--- src/hw/rtl/lphe_pkg.sv ---
// Package for the lossless predictive Huffman encoder.
// Holds the channel payload types, the job passed from front to back and the fixed constants.
// No dependencies.
package lphe_pkg;

  localparam logic [1:0] OP_LOAD   = 2'd0;
  localparam logic [1:0] OP_ENCODE = 2'd1;
  localparam logic [1:0] OP_FINISH = 2'd2;

  localparam logic REG_ROW_PIXELS    = 1'b0;
  localparam logic REG_CHANNEL_COUNT = 1'b1;

  localparam int CAT_COUNT   = 17;
  localparam int CAT_TOP     = 16;
  localparam int CODE_W      = 16;
  localparam int WORD_W      = 32;
  localparam int NBITS_W     = 6;
  localparam int ACC_W       = 39;
  localparam int CNT_W       = 6;
  localparam int QUEUE_DEPTH = 4;
  localparam int QPTR_W      = 2;

  typedef struct packed {
    logic [1:0]  opcode;
    logic [15:0] sample;
    logic [4:0]  table_index;
    logic [15:0] code_word;
    logic [4:0]  code_length;
  } in_t;

  typedef struct packed {
    logic [7:0] out_byte;
    logic       last_byte;
  } out_t;

  typedef struct packed {
    logic [15:0] row_pixels;
    logic [2:0]  channel_count;
  } cfg_t;

  typedef struct packed {
    logic               flush;
    logic [WORD_W-1:0]  bits;
    logic [NBITS_W-1:0] nbits;
  } job_t;

endpackage

--- src/hw/rtl/lphe_front.sv ---
// Front end: accepts items, keeps the code table and image position, predicts and classifies.
// Emits one bit-string job per encode or finish into the queue.
// Depends on lphe_pkg.
module lphe_front import lphe_pkg::*; #(
  parameter int MAX_CHANNELS = 4,
  parameter int SAMPLE_BITS  = 16
) (
  input  logic clk,
  input  logic rst,
  input  logic item_valid,
  output logic item_ready,
  input  in_t  item,
  input  cfg_t cfg,
  input  logic queue_full,
  output logic job_valid,
  output job_t job
);

  localparam int CH_W = (MAX_CHANNELS > 1) ? $clog2(MAX_CHANNELS) : 1;

  logic [SAMPLE_BITS-1:0] left_sample      [MAX_CHANNELS];
  logic [SAMPLE_BITS-1:0] row_start_sample [MAX_CHANNELS];
  logic [CODE_W-1:0]      code_table       [CAT_COUNT];
  logic [4:0]             length_table     [CAT_COUNT];
  logic [15:0]            column_index;
  logic [CH_W-1:0]        channel_index;
  logic                   first_row;

  logic                   accept;
  logic [SAMPLE_BITS-1:0] val;
  logic [SAMPLE_BITS-1:0] pred;
  logic [16:0]            diff;
  logic [16:0]            mag;
  logic [16:0]            extra;
  logic [4:0]             cat;
  logic [15:0]            cat_mask;
  logic [CODE_W-1:0]      code;
  logic [4:0]             clen;
  logic [2:0]             chans;
  logic [15:0]            rows;
  logic                   last_chan;
  logic                   last_col;
  logic [4:0]             load_len;
  logic [15:0]            load_mask;

  assign item_ready = !queue_full;
  assign accept     = item_valid && item_ready;
  assign val        = item.sample[SAMPLE_BITS-1:0];

  always_comb begin
    if (column_index == 16'd0) begin
      pred = first_row ? {1'b1, {(SAMPLE_BITS-1){1'b0}}} : row_start_sample[channel_index];
    end else begin
      pred = left_sample[channel_index];
    end
  end

  assign diff  = 17'(val) - 17'(pred);
  assign mag   = diff[16] ? (~diff + 17'd1) : diff;
  assign extra = diff[16] ? (diff - 17'd1) : diff;

  always_comb begin
    cat = 5'd0;
    for (int i = 0; i < CAT_TOP; i++) begin
      if (mag[i]) begin
        cat = 5'(i + 1);
      end
    end
  end

  assign cat_mask = 16'((17'd1 << cat) - 17'd1);
  assign code     = code_table[cat];
  assign clen     = length_table[cat];

  always_comb begin
    if (cfg.channel_count == 3'd0) begin
      chans = 3'd1;
    end else if (cfg.channel_count > 3'(MAX_CHANNELS)) begin
      chans = 3'(MAX_CHANNELS);
    end else begin
      chans = cfg.channel_count;
    end
  end

  assign rows      = (cfg.row_pixels == 16'd0) ? 16'd1 : cfg.row_pixels;
  assign last_chan = (4'(channel_index) + 4'd1) >= 4'(chans);
  assign last_col  = (17'(column_index) + 17'd1) >= 17'(rows);

  assign load_len  = (item.code_length > 5'd16) ? 5'd16 : item.code_length;
  assign load_mask = 16'((17'd1 << load_len) - 17'd1);

  assign job_valid = accept && (item.opcode == OP_ENCODE || item.opcode == OP_FINISH);

  always_comb begin
    job.flush = (item.opcode == OP_FINISH);
    if (item.opcode == OP_ENCODE) begin
      job.bits  = (WORD_W'(code) << cat) | WORD_W'(extra[15:0] & cat_mask);
      job.nbits = NBITS_W'(clen) + NBITS_W'(cat);
    end else begin
      job.bits  = '0;
      job.nbits = '0;
    end
  end

  always_ff @(posedge clk) begin
    if (accept && item.opcode == OP_LOAD && item.table_index < 5'(CAT_COUNT)) begin
      length_table[item.table_index] <= load_len;
      code_table[item.table_index]   <= item.code_word & load_mask;
    end
  end

  always_ff @(posedge clk) begin
    if (rst) begin
      for (int i = 0; i < MAX_CHANNELS; i++) begin
        left_sample[i]      <= '0;
        row_start_sample[i] <= '0;
      end
      column_index  <= '0;
      channel_index <= '0;
      first_row     <= 1'b1;
    end else if (accept && item.opcode == OP_ENCODE) begin
      if (column_index == 16'd0) begin
        row_start_sample[channel_index] <= val;
      end
      left_sample[channel_index] <= val;
      if (last_chan) begin
        channel_index <= '0;
        if (last_col) begin
          column_index <= '0;
          first_row    <= 1'b0;
        end else begin
          column_index <= column_index + 16'd1;
        end
      end else begin
        channel_index <= channel_index + CH_W'(1);
      end
    end else if (accept && item.opcode == OP_FINISH) begin
      column_index  <= '0;
      channel_index <= '0;
      first_row     <= 1'b1;
    end
  end

endmodule

--- src/hw/rtl/lphe_queue.sv ---
// Short job queue between the front and back ends of the encoder.
// Register-based circular buffer with occupancy count.
// Depends on lphe_pkg.
module lphe_queue import lphe_pkg::*; (
  input  logic clk,
  input  logic rst,
  input  logic push,
  input  job_t push_job,
  output logic full,
  input  logic pop,
  output logic head_valid,
  output job_t head_job
);

  job_t              slots [QUEUE_DEPTH];
  logic [QPTR_W-1:0] wr_ptr;
  logic [QPTR_W-1:0] rd_ptr;
  logic [QPTR_W:0]   count;

  assign full       = (count == (QPTR_W+1)'(QUEUE_DEPTH));
  assign head_valid = (count != '0);
  assign head_job   = slots[rd_ptr];

  always_ff @(posedge clk) begin
    if (push) begin
      slots[wr_ptr] <= push_job;
    end
  end

  always_ff @(posedge clk) begin
    if (rst) begin
      wr_ptr <= '0;
      rd_ptr <= '0;
      count  <= '0;
    end else begin
      if (push) begin
        wr_ptr <= wr_ptr + QPTR_W'(1);
      end
      if (pop) begin
        rd_ptr <= rd_ptr + QPTR_W'(1);
      end
      count <= count + (QPTR_W+1)'(push) - (QPTR_W+1)'(pop);
    end
  end

endmodule

--- src/hw/rtl/lphe_back.sv ---
// Back end: bit packer that merges jobs, emits bytes MSB first and stuffs zero after 0xFF.
// Drives the result channel from an output register.
// Depends on lphe_pkg.
module lphe_back import lphe_pkg::*; (
  input  logic clk,
  input  logic rst,
  input  logic job_valid,
  input  job_t job,
  output logic job_ready,
  output logic result_valid,
  input  logic result_ready,
  output out_t result
);

  logic [ACC_W-1:0] acc;
  logic [CNT_W-1:0] cnt;
  logic             stuff;

  logic             out_free;
  logic             emit_data;
  logic             emit_stuff;
  logic [7:0]       data_byte;
  logic [CNT_W-1:0] cnt_after;
  logic             stuff_after;
  logic [14:0]      pad_word;
  logic [7:0]       pad_byte;
  logic [ACC_W-1:0] acc_merge;

  assign out_free   = !result_valid || result_ready;
  assign emit_stuff = stuff && out_free;
  assign emit_data  = !stuff && (cnt >= CNT_W'(8)) && out_free;
  assign data_byte  = 8'(acc >> (cnt - CNT_W'(8)));

  assign cnt_after   = emit_data ? (cnt - CNT_W'(8)) : cnt;
  assign stuff_after = emit_data ? (data_byte == 8'hFF) : (stuff && !emit_stuff);

  assign job_ready = job_valid && !stuff_after && (cnt_after < CNT_W'(8));

  assign pad_word  = {acc[6:0], 8'hFF} >> cnt_after[2:0];
  assign pad_byte  = pad_word[7:0];
  assign acc_merge = (ACC_W'(acc[6:0]) << job.nbits) | ACC_W'(job.bits);

  always_ff @(posedge clk) begin
    if (job_ready) begin
      if (job.flush) begin
        acc <= ACC_W'(pad_byte);
      end else begin
        acc <= acc_merge;
      end
    end
    if (emit_data) begin
      result.out_byte  <= data_byte;
      result.last_byte <= (cnt_after < CNT_W'(8)) && (data_byte != 8'hFF);
    end else if (emit_stuff) begin
      result.out_byte  <= 8'h00;
      result.last_byte <= (cnt < CNT_W'(8));
    end
  end

  always_ff @(posedge clk) begin
    if (rst) begin
      cnt          <= '0;
      stuff        <= 1'b0;
      result_valid <= 1'b0;
    end else begin
      stuff <= stuff_after;
      if (job_ready) begin
        if (job.flush) begin
          cnt <= (cnt_after != '0) ? CNT_W'(8) : '0;
        end else begin
          cnt <= cnt_after + CNT_W'(job.nbits);
        end
      end else begin
        cnt <= cnt_after;
      end
      if (emit_data || emit_stuff) begin
        result_valid <= 1'b1;
      end else if (result_ready) begin
        result_valid <= 1'b0;
      end
    end
  end

endmodule

--- src/hw/rtl/lossless_predictive_huffman_encoder.sv ---
// Lossless predictive Huffman encoder, top level with APB register block.
// The first byte of an item goes through the job queue, the packer accumulator and the output register.
// The input takes one item per cycle while the 4-entry job queue has room;
// the packer emits one byte per cycle while the result channel is ready, and takes a job once under a byte is left.
// Reset clears position, predictors, packer and queue; the code table is undefined until loaded.
// Depends on lphe_pkg, lphe_front, lphe_queue and lphe_back.
module lossless_predictive_huffman_encoder import lphe_pkg::*; #(
  parameter int MAX_CHANNELS = 4,
  parameter int SAMPLE_BITS  = 16
) (
  input  logic        clk,
  input  logic        rst,
  input  logic        item_valid,
  output logic        item_ready,
  input  in_t         item,
  output logic        result_valid,
  input  logic        result_ready,
  output out_t        result,
  input  logic        psel,
  input  logic        penable,
  input  logic        pwrite,
  input  logic [2:0]  paddr,
  input  logic [31:0] pwdata,
  output logic [31:0] prdata,
  output logic        pready
);

  cfg_t cfg;
  logic push;
  job_t push_job;
  logic full;
  logic pop;
  logic head_valid;
  job_t head_job;
  logic wr_en;

  assign pready = 1'b1;
  assign wr_en  = psel && penable && pwrite;

  always_ff @(posedge clk) begin
    if (rst) begin
      cfg.row_pixels    <= 16'd1;
      cfg.channel_count <= 3'd1;
    end else if (wr_en) begin
      case (paddr[2])
        REG_ROW_PIXELS:    cfg.row_pixels    <= pwdata[15:0];
        REG_CHANNEL_COUNT: cfg.channel_count <= pwdata[2:0];
        default: ;
      endcase
    end
  end

  always_comb begin
    case (paddr[2])
      REG_ROW_PIXELS:    prdata = 32'(cfg.row_pixels);
      REG_CHANNEL_COUNT: prdata = 32'(cfg.channel_count);
      default:           prdata = '0;
    endcase
  end

  lphe_front #(
    .MAX_CHANNELS (MAX_CHANNELS),
    .SAMPLE_BITS  (SAMPLE_BITS)
  ) u_front (
    .clk        (clk),
    .rst        (rst),
    .item_valid (item_valid),
    .item_ready (item_ready),
    .item       (item),
    .cfg        (cfg),
    .queue_full (full),
    .job_valid  (push),
    .job        (push_job)
  );

  lphe_queue u_queue (
    .clk        (clk),
    .rst        (rst),
    .push       (push),
    .push_job   (push_job),
    .full       (full),
    .pop        (pop),
    .head_valid (head_valid),
    .head_job   (head_job)
  );

  lphe_back u_back (
    .clk          (clk),
    .rst          (rst),
    .job_valid    (head_valid),
    .job          (head_job),
    .job_ready    (pop),
    .result_valid (result_valid),
    .result_ready (result_ready),
    .result       (result)
  );

endmodule
--- config.mk ---
export PLATFORM = sky130hd
export DESIGN_NAME = lossless_predictive_huffman_encoder
export DESIGN_NICKNAME = d
export VERILOG_FILES = /design/src/hw/rtl/lphe_pkg.sv /design/src/hw/rtl/lphe_front.sv /design/src/hw/rtl/lphe_queue.sv /design/src/hw/rtl/lphe_back.sv /design/src/hw/rtl/lossless_predictive_huffman_encoder.sv
export SDC_FILE = /design/constraint.sdc
export NUM_CORES = 1
export LEC_CHECK = 0
export BUFFER_PORTS_ARGS = -buffer_cell sky130_fd_sc_hd__buf_2
export CAP_MARGIN = 20
export CORE_AREA = 2 2 283 285
export DETAILED_ROUTE_END_ITERATION = 16
export DIE_AREA = 0 0 285 287
export PLACE_DENSITY = 0.65
export SLEW_MARGIN = 5
export SYNTH_ARGS = -nofsm -noshare
export SYNTH_HDL_FRONTEND = slang
export SYNTH_SLANG_ARGS = --single-unit
--- constraint.sdc ---
create_clock -name clk -period 9.4 [get_ports clk]
set_clock_uncertainty 0.15 [all_clocks]
set_input_delay 0 -clock clk [delete_from_list [all_inputs] [get_ports clk]]
set_output_delay 0 -clock clk [all_outputs]
set_load 0.02 [all_outputs]
; ---- After elaboration in Yosys (flattened, before gate mapping)
; Memory sizes are Yosys's and may differ from the RTL's. A register that Yosys moved wholly into a read port is not among the register bits.
; Index checks and enable logic that the tools add are counted.
[op_classes]
addsub = 16
n_lt_le_gt_ge = 8
eq_ne = 7
n_shift = 6
mux = 72
bitwise_logic = 6
reduce_logical = 38
[op_table]
columns = operator, count
row1 = $mux W16, 11
row2 = $pmux W32 S2, 1
row3 = $sub A16 B1 Y16 const B, 3
row4 = $or A39 B32 Y39, 1
row5 = $shl A7 B6 Y39, 1
row6 = $shr A39 B6 Y8, 1
row7 = $mux W38, 1
row8 = $mux W4, 9
row9 = $add A16 B1 Y16 const B, 2
row10 = $and A16 B16 Y16, 2
row11 = $logic_not A16 Y1, 2
row12 = $or A32 B32 Y32, 1
row13 = $reduce_or A16 Y1, 2
row14 = $shl A1 B5 Y16 const A, 2
row15 = $shl A16 B5 Y32, 1
row16 = $mux W2, 13
row17 = $mux W1, 23
row18 = $mux W3, 6
row19 = $mux W6, 3
row20 = $mux W9, 2
row21 = $add A16 B1 Y17 const B, 1
row22 = $ge A17 B16 Y1, 1
row23 = $sub A16 B16 Y17, 1
row24 = $not A16 Y16, 1
row25 = other kinds (33), 62
[word_totals]
register_bits = 101
mem_bits_rw = 641
in_bits = 86
word_cells = 173
mem_count = 5
[mem_list]
columns = name, depth, word_bits, rd, rd_ports_with_merged_regs, write_ports, line_no
row1 = u_front.code_table, 17, 16, 1, 0, 1, lphe_front.sv:23  ; logic [CODE_W-1:0] code_table [CAT_COUNT];
row2 = u_queue.slots, 4, 39, 1, 1, 1, lphe_queue.sv:15  ; job_t slots [QUEUE_DEPTH];
row3 = u_front.length_table, 17, 5, 1, 0, 1, lphe_front.sv:24  ; logic [4:0] length_table [CAT_COUNT];
row4 = u_front.left_sample, 4, 16, 1, 1, 4, lphe_front.sv:21  ; logic [SAMPLE_BITS-1:0] left_sample [MAX_CHANNELS];
row5 = u_front.row_start_sample, 4, 16, 1, 1, 4, lphe_front.sv:22  ; logic [SAMPLE_BITS-1:0] row_start_sample [MAX_CHANNELS];

; ---- Logic depth before layout (Yosys ltp)
[logic_depth]
word_depth = 27
ltp_mapped = 37

; ---- By module
; From an unflattened synthesis, not the netlist that was laid out.
[hier_totals]
hier_cells = 3186
area_unflattened_um2 = 38826.0
[modules_own_cells]
columns = mod, n_inst, cells_each, area_per_inst_um2
row1 = lphe_front, 1, 2283, 26404.1
row2 = lphe_queue, 1, 245, 6055.8
row3 = lphe_back, 1, 541, 5252.5
row4 = lossless_predictive_huffman_encoder, 1, 117, 1113.6

; ---- Worst setup path after synthesis
; Ideal clock, no wire load.
[synth_path]
path_type = reg-to-reg
start = register with a tool-made name
end = memory u_queue.slots[0][4] in the netlist's numbering (data pin)
setup_time_ps = 263
arrival_time_ps = 7160
setup_slack_ps = 1827
path_stages_with_launch = 33
n_path_buf = 5
period_less_slack_ps = 7573
cell_sequence = dfxtp_1 clkbuf_1 buf_1 mux4_2 nand2_1 o21ai_0 ha_1 fa_1 nand2b_1 a21oi_1 xor2_1 a2111oi_4 nand4_1 and4_4 nor3_2 a2bb2oi_2 a211oi_2 nor2_1 buf_2 buf_1 buf_2 o221ai_1 a31oi_1 o32ai_1 nor2_1 ha_1 inv_1 fa_1 inv_1 a21o_1 a21oi_1 xor2_1 and2_1
[synth_lines]
columns = element, line_no
row1 = "end, declared", lphe_queue.sv:15

==> impl_metrics.tcl <==
set metrics [dict create \
    critPathMostFrequentCell "buf_4" \
    portBuffers 94 \
    async_flop_share 0 \
    synth_cells 2988 \
    stdcell_count 4295 \
    power_mw 11.3 \
    finalInstanceArea_um2 42900 \
    drv_cap 0 \
    crit_fanout 43 \
    clkTransAtPathRegs_ns 0.07 \
    drc 0 \
    worstPathRequired_ns 9.62 \
    critPathBufInv 5 \
    reg2reg_slack_ns 0.74 \
    finalWorstSetupSlack_ns 0.742 \
    utilization 0.546 \
    area_delta_synth_final_pct 14.9 \
    ant_nets 0 \
    cts_buffers 80 \
    synth_ff_type "edfxtp_1" \
    avgSynthCellArea_um2 12.5 \
    dpl.cell_count 4031 \
    firstDrtPassIters 7 \
    cts.path.max_buffers 3 \
    multi_input_area_um2 14400 \
    grt_max_degree 80 \
    clockRootBuffer "clkbuf_16" \
    slowest_delay_ns 0.59 \
    io_pins 130 \
    p_clk_frac 0.283 \
    slew_violations 0 \
    cts_tree "done" \
    die_w_um 285 \
    h-tree-depth 3 \
    critPathArrivalTime_ns 8.88 \
    place_area_um2 39100 \
    dr_total_vias 26800 \
    p_sw_mw 4.10 \
    slew_headroom 0.234 \
    grtUsageTotal 0.254 \
    setup_viol_count_final 0 \
    critPathCaptureType "flip-flop" \
    ys_ff_latch 746 \
    synth-edff-count 689 \
    outcome "completed" \
    holdWs_ns 0.0160 \
    avgViaCountPerCell 6.23 \
    seq_power_share 0.357 \
    overflow 0 \
    hold_class "in -> reg" \
    wl_um 105000 \
    detail_route.iter0.violations 2599 \
    startpoint_type "flip-flop" \
    cts_resized 0 \
    hold_path_startpoint "item[5]" \
    nNetsFinal 3329 \
    tightest_slew_ns 1.15 \
    fillers 6411 \
    coreArea_um2 78600 \
    min_period_over_period 0.921 \
    critPathLaunch "u_front.column_index[0]$_SDFFE_PP0P_" \
    tns_ns 0 \
    layout_commonest_cell "edfxtp_1" \
    insertedDiodeCount 0 \
    synth_area_um2 37400 \
    rows 103 \
    grt_pass1_vias 26700 \
    combPwrFrac 0.360 \
    power_density_nw_per_um2 262 \
    clkSinkCount 746 \
    power.leakage_nw 14.9 \
    critical_path.slowest_cell "nor2_1" \
    gp_congestion 0.900 \
    vdd_drop_max_v 0.000187 \
    report.final.hold_viol_count 0 \
    grt_pass1_wl_um 160000 \
    dieHeight_um 287 \
    final_cell_mix "edfxtp_1 (689), nor2_1 (232), nand2_1 (232), a21oi_1 (173), dlygate4sd3_1 (110)" \
    cp_top_family "compound AO/OA/AOI/OAI gates" \
    antenna_found_initial 1 \
    switching_share 0.364 \
    min_period_ns 8.66 \
    cts_setup_buffers 0 \
    r2r_start "u_front.column_index[0]$_SDFFE_PP0P_" \
    power.internal_mw 7.16 \
    rsz0062_at_grt "no" \
    die_area_um2 81800 \
    layout-drive-gt1-share 0.173 \
    ff_latch_area_um2 21800 \
    synth_cell_type_count 110 \
    wire_per_inst_um 24.5 \
    insertion_delay_ns 0.66 \
    yosys_warnings 0 \
    dpl.hpwl_um 67100 \
    initial_utilization 0.475 \
    pre_cts_slack_ns 0.971 \
    fmax_mhz 115 \
    ys_seq_area_frac 0.584 \
    critPathKind "reg -> reg" \
]
[Yosys cell counts, types with 17 or more instances]
master	n	share of area
o31ai_1	19	0.0038
mux2i_1	79	0.021
a211oi_1	27	0.0054
nor3_1	62	0.0083
a21oi_1	173	0.023
o221ai_1	48	0.011
nor4_1	22	0.0037
xnor2_1	33	0.0077
o22ai_1	28	0.0047
buf_1	22	0.0022
nand2_1	232	0.023
mux2_2	57	0.017
and2_1	104	0.017
o21a_1	22	0.0044
mux4_2	81	0.049
o21ai_0	87	0.012
nor2_1	250	0.025
nor3b_1	17	0.0034
edfxtp_1	689	0.55
clkbuf_1	114	0.011
o211ai_1	23	0.0046
nor2b_1	31	0.0052
and3_1	21	0.0035
a31oi_1	50	0.0084
inv_1	94	0.0094
buf_4	22	0.0044
a22oi_1	26	0.0052
dfxtp_1	57	0.031
a21o_1	18	0.0036
nand3b_1	20	0.0040
or3_1	18	0.0030
nand3_1	36	0.0048
xor2_1	19	0.0045
buf_2	34	0.0046
ha_1	60	0.020
[state kept, by name, summed over array words and instances, names as in the netlist, named ones only]
name,flops
u_queue.count,3
u_queue.slots,156
cfg,19
u_front.left_sample,64
u_back.acc,39
u_back.cnt,6
u_queue.wr_ptr,2
u_front.code_table,272
u_back.result,9
u_back.result_valid,1
u_front.row_start_sample,64
u_queue.rd_ptr,2
u_front.length_table,85
u_front.first_row,1
u_back.stuff,1
u_front.channel_index,2
u_front.column_index,16
[timing repair]
action / in CTS / in global routing
setup endpoints to repair: 0 / 0
endpoints found under the hold margin: 587 / 0
hold buffers: 110 / 0
[cells by family (layout without fill, tap and decap cells)]
family | Yosys count | in the layout | share of synthesized area
other cells | 2 | 17 | 0.000201
buf+inv | 297 | 539 | 0.0346
simple gates | 869 | 869 | 0.113
xor+xnor | 55 | 55 | 0.0135
fa+ha+maj | 64 | 64 | 0.0222
mux | 217 | 217 | 0.0872
flops | 746 | 746 | 0.584
compound gates | 738 | 738 | 0.145
[final cells by class]
cell class                 count  area share
sequential                   746       0.508
tap                         1050      0.0306
multi-input combinational   1960       0.336
clock buffer                  96      0.0488
inverter                      98     0.00857
clock inverter                52      0.0135
timing repair buffer         293      0.0539
[metal layers]
layer,up-vias,wire (um),GRT usage,share of wire
li1,11900,-,-,-
met3,253,7120,0.0296,0.068
met1,13400,43100,0.338,0.41
met4,0,3830,0.0958,0.036
met5,-,0,0,0
met2,1223,51100,0.431,0.49
[power groups by stage]
stage          sequential, mW  combinational (mW)  clock, mW
6_report                 4.02                4.05       3.18
4_1_cts                  4.02                3.98       3.23
5_1_grt                  4.04                4.33       3.35
3_3_place_gp             4.09                3.88          0
3_5_place_dp             4.09                3.93          0
2_1_floorplan            4.07                2.77          0
[final timing paths]
kind                                                       endpoint  depth (start not counted)
worst max-delay path                 u_queue.slots[2][16]$_DFFE_PP_                         28
worst min register to register                  cfg[0]$_SDFFE_PP1P_                          1
worst max register to register       u_queue.slots[2][16]$_DFFE_PP_                         28
worst min-delay path            u_front.code_table[10][0]$_DFFE_PP_                          2
Note: power is estimated with default switching activity, not from simulation.
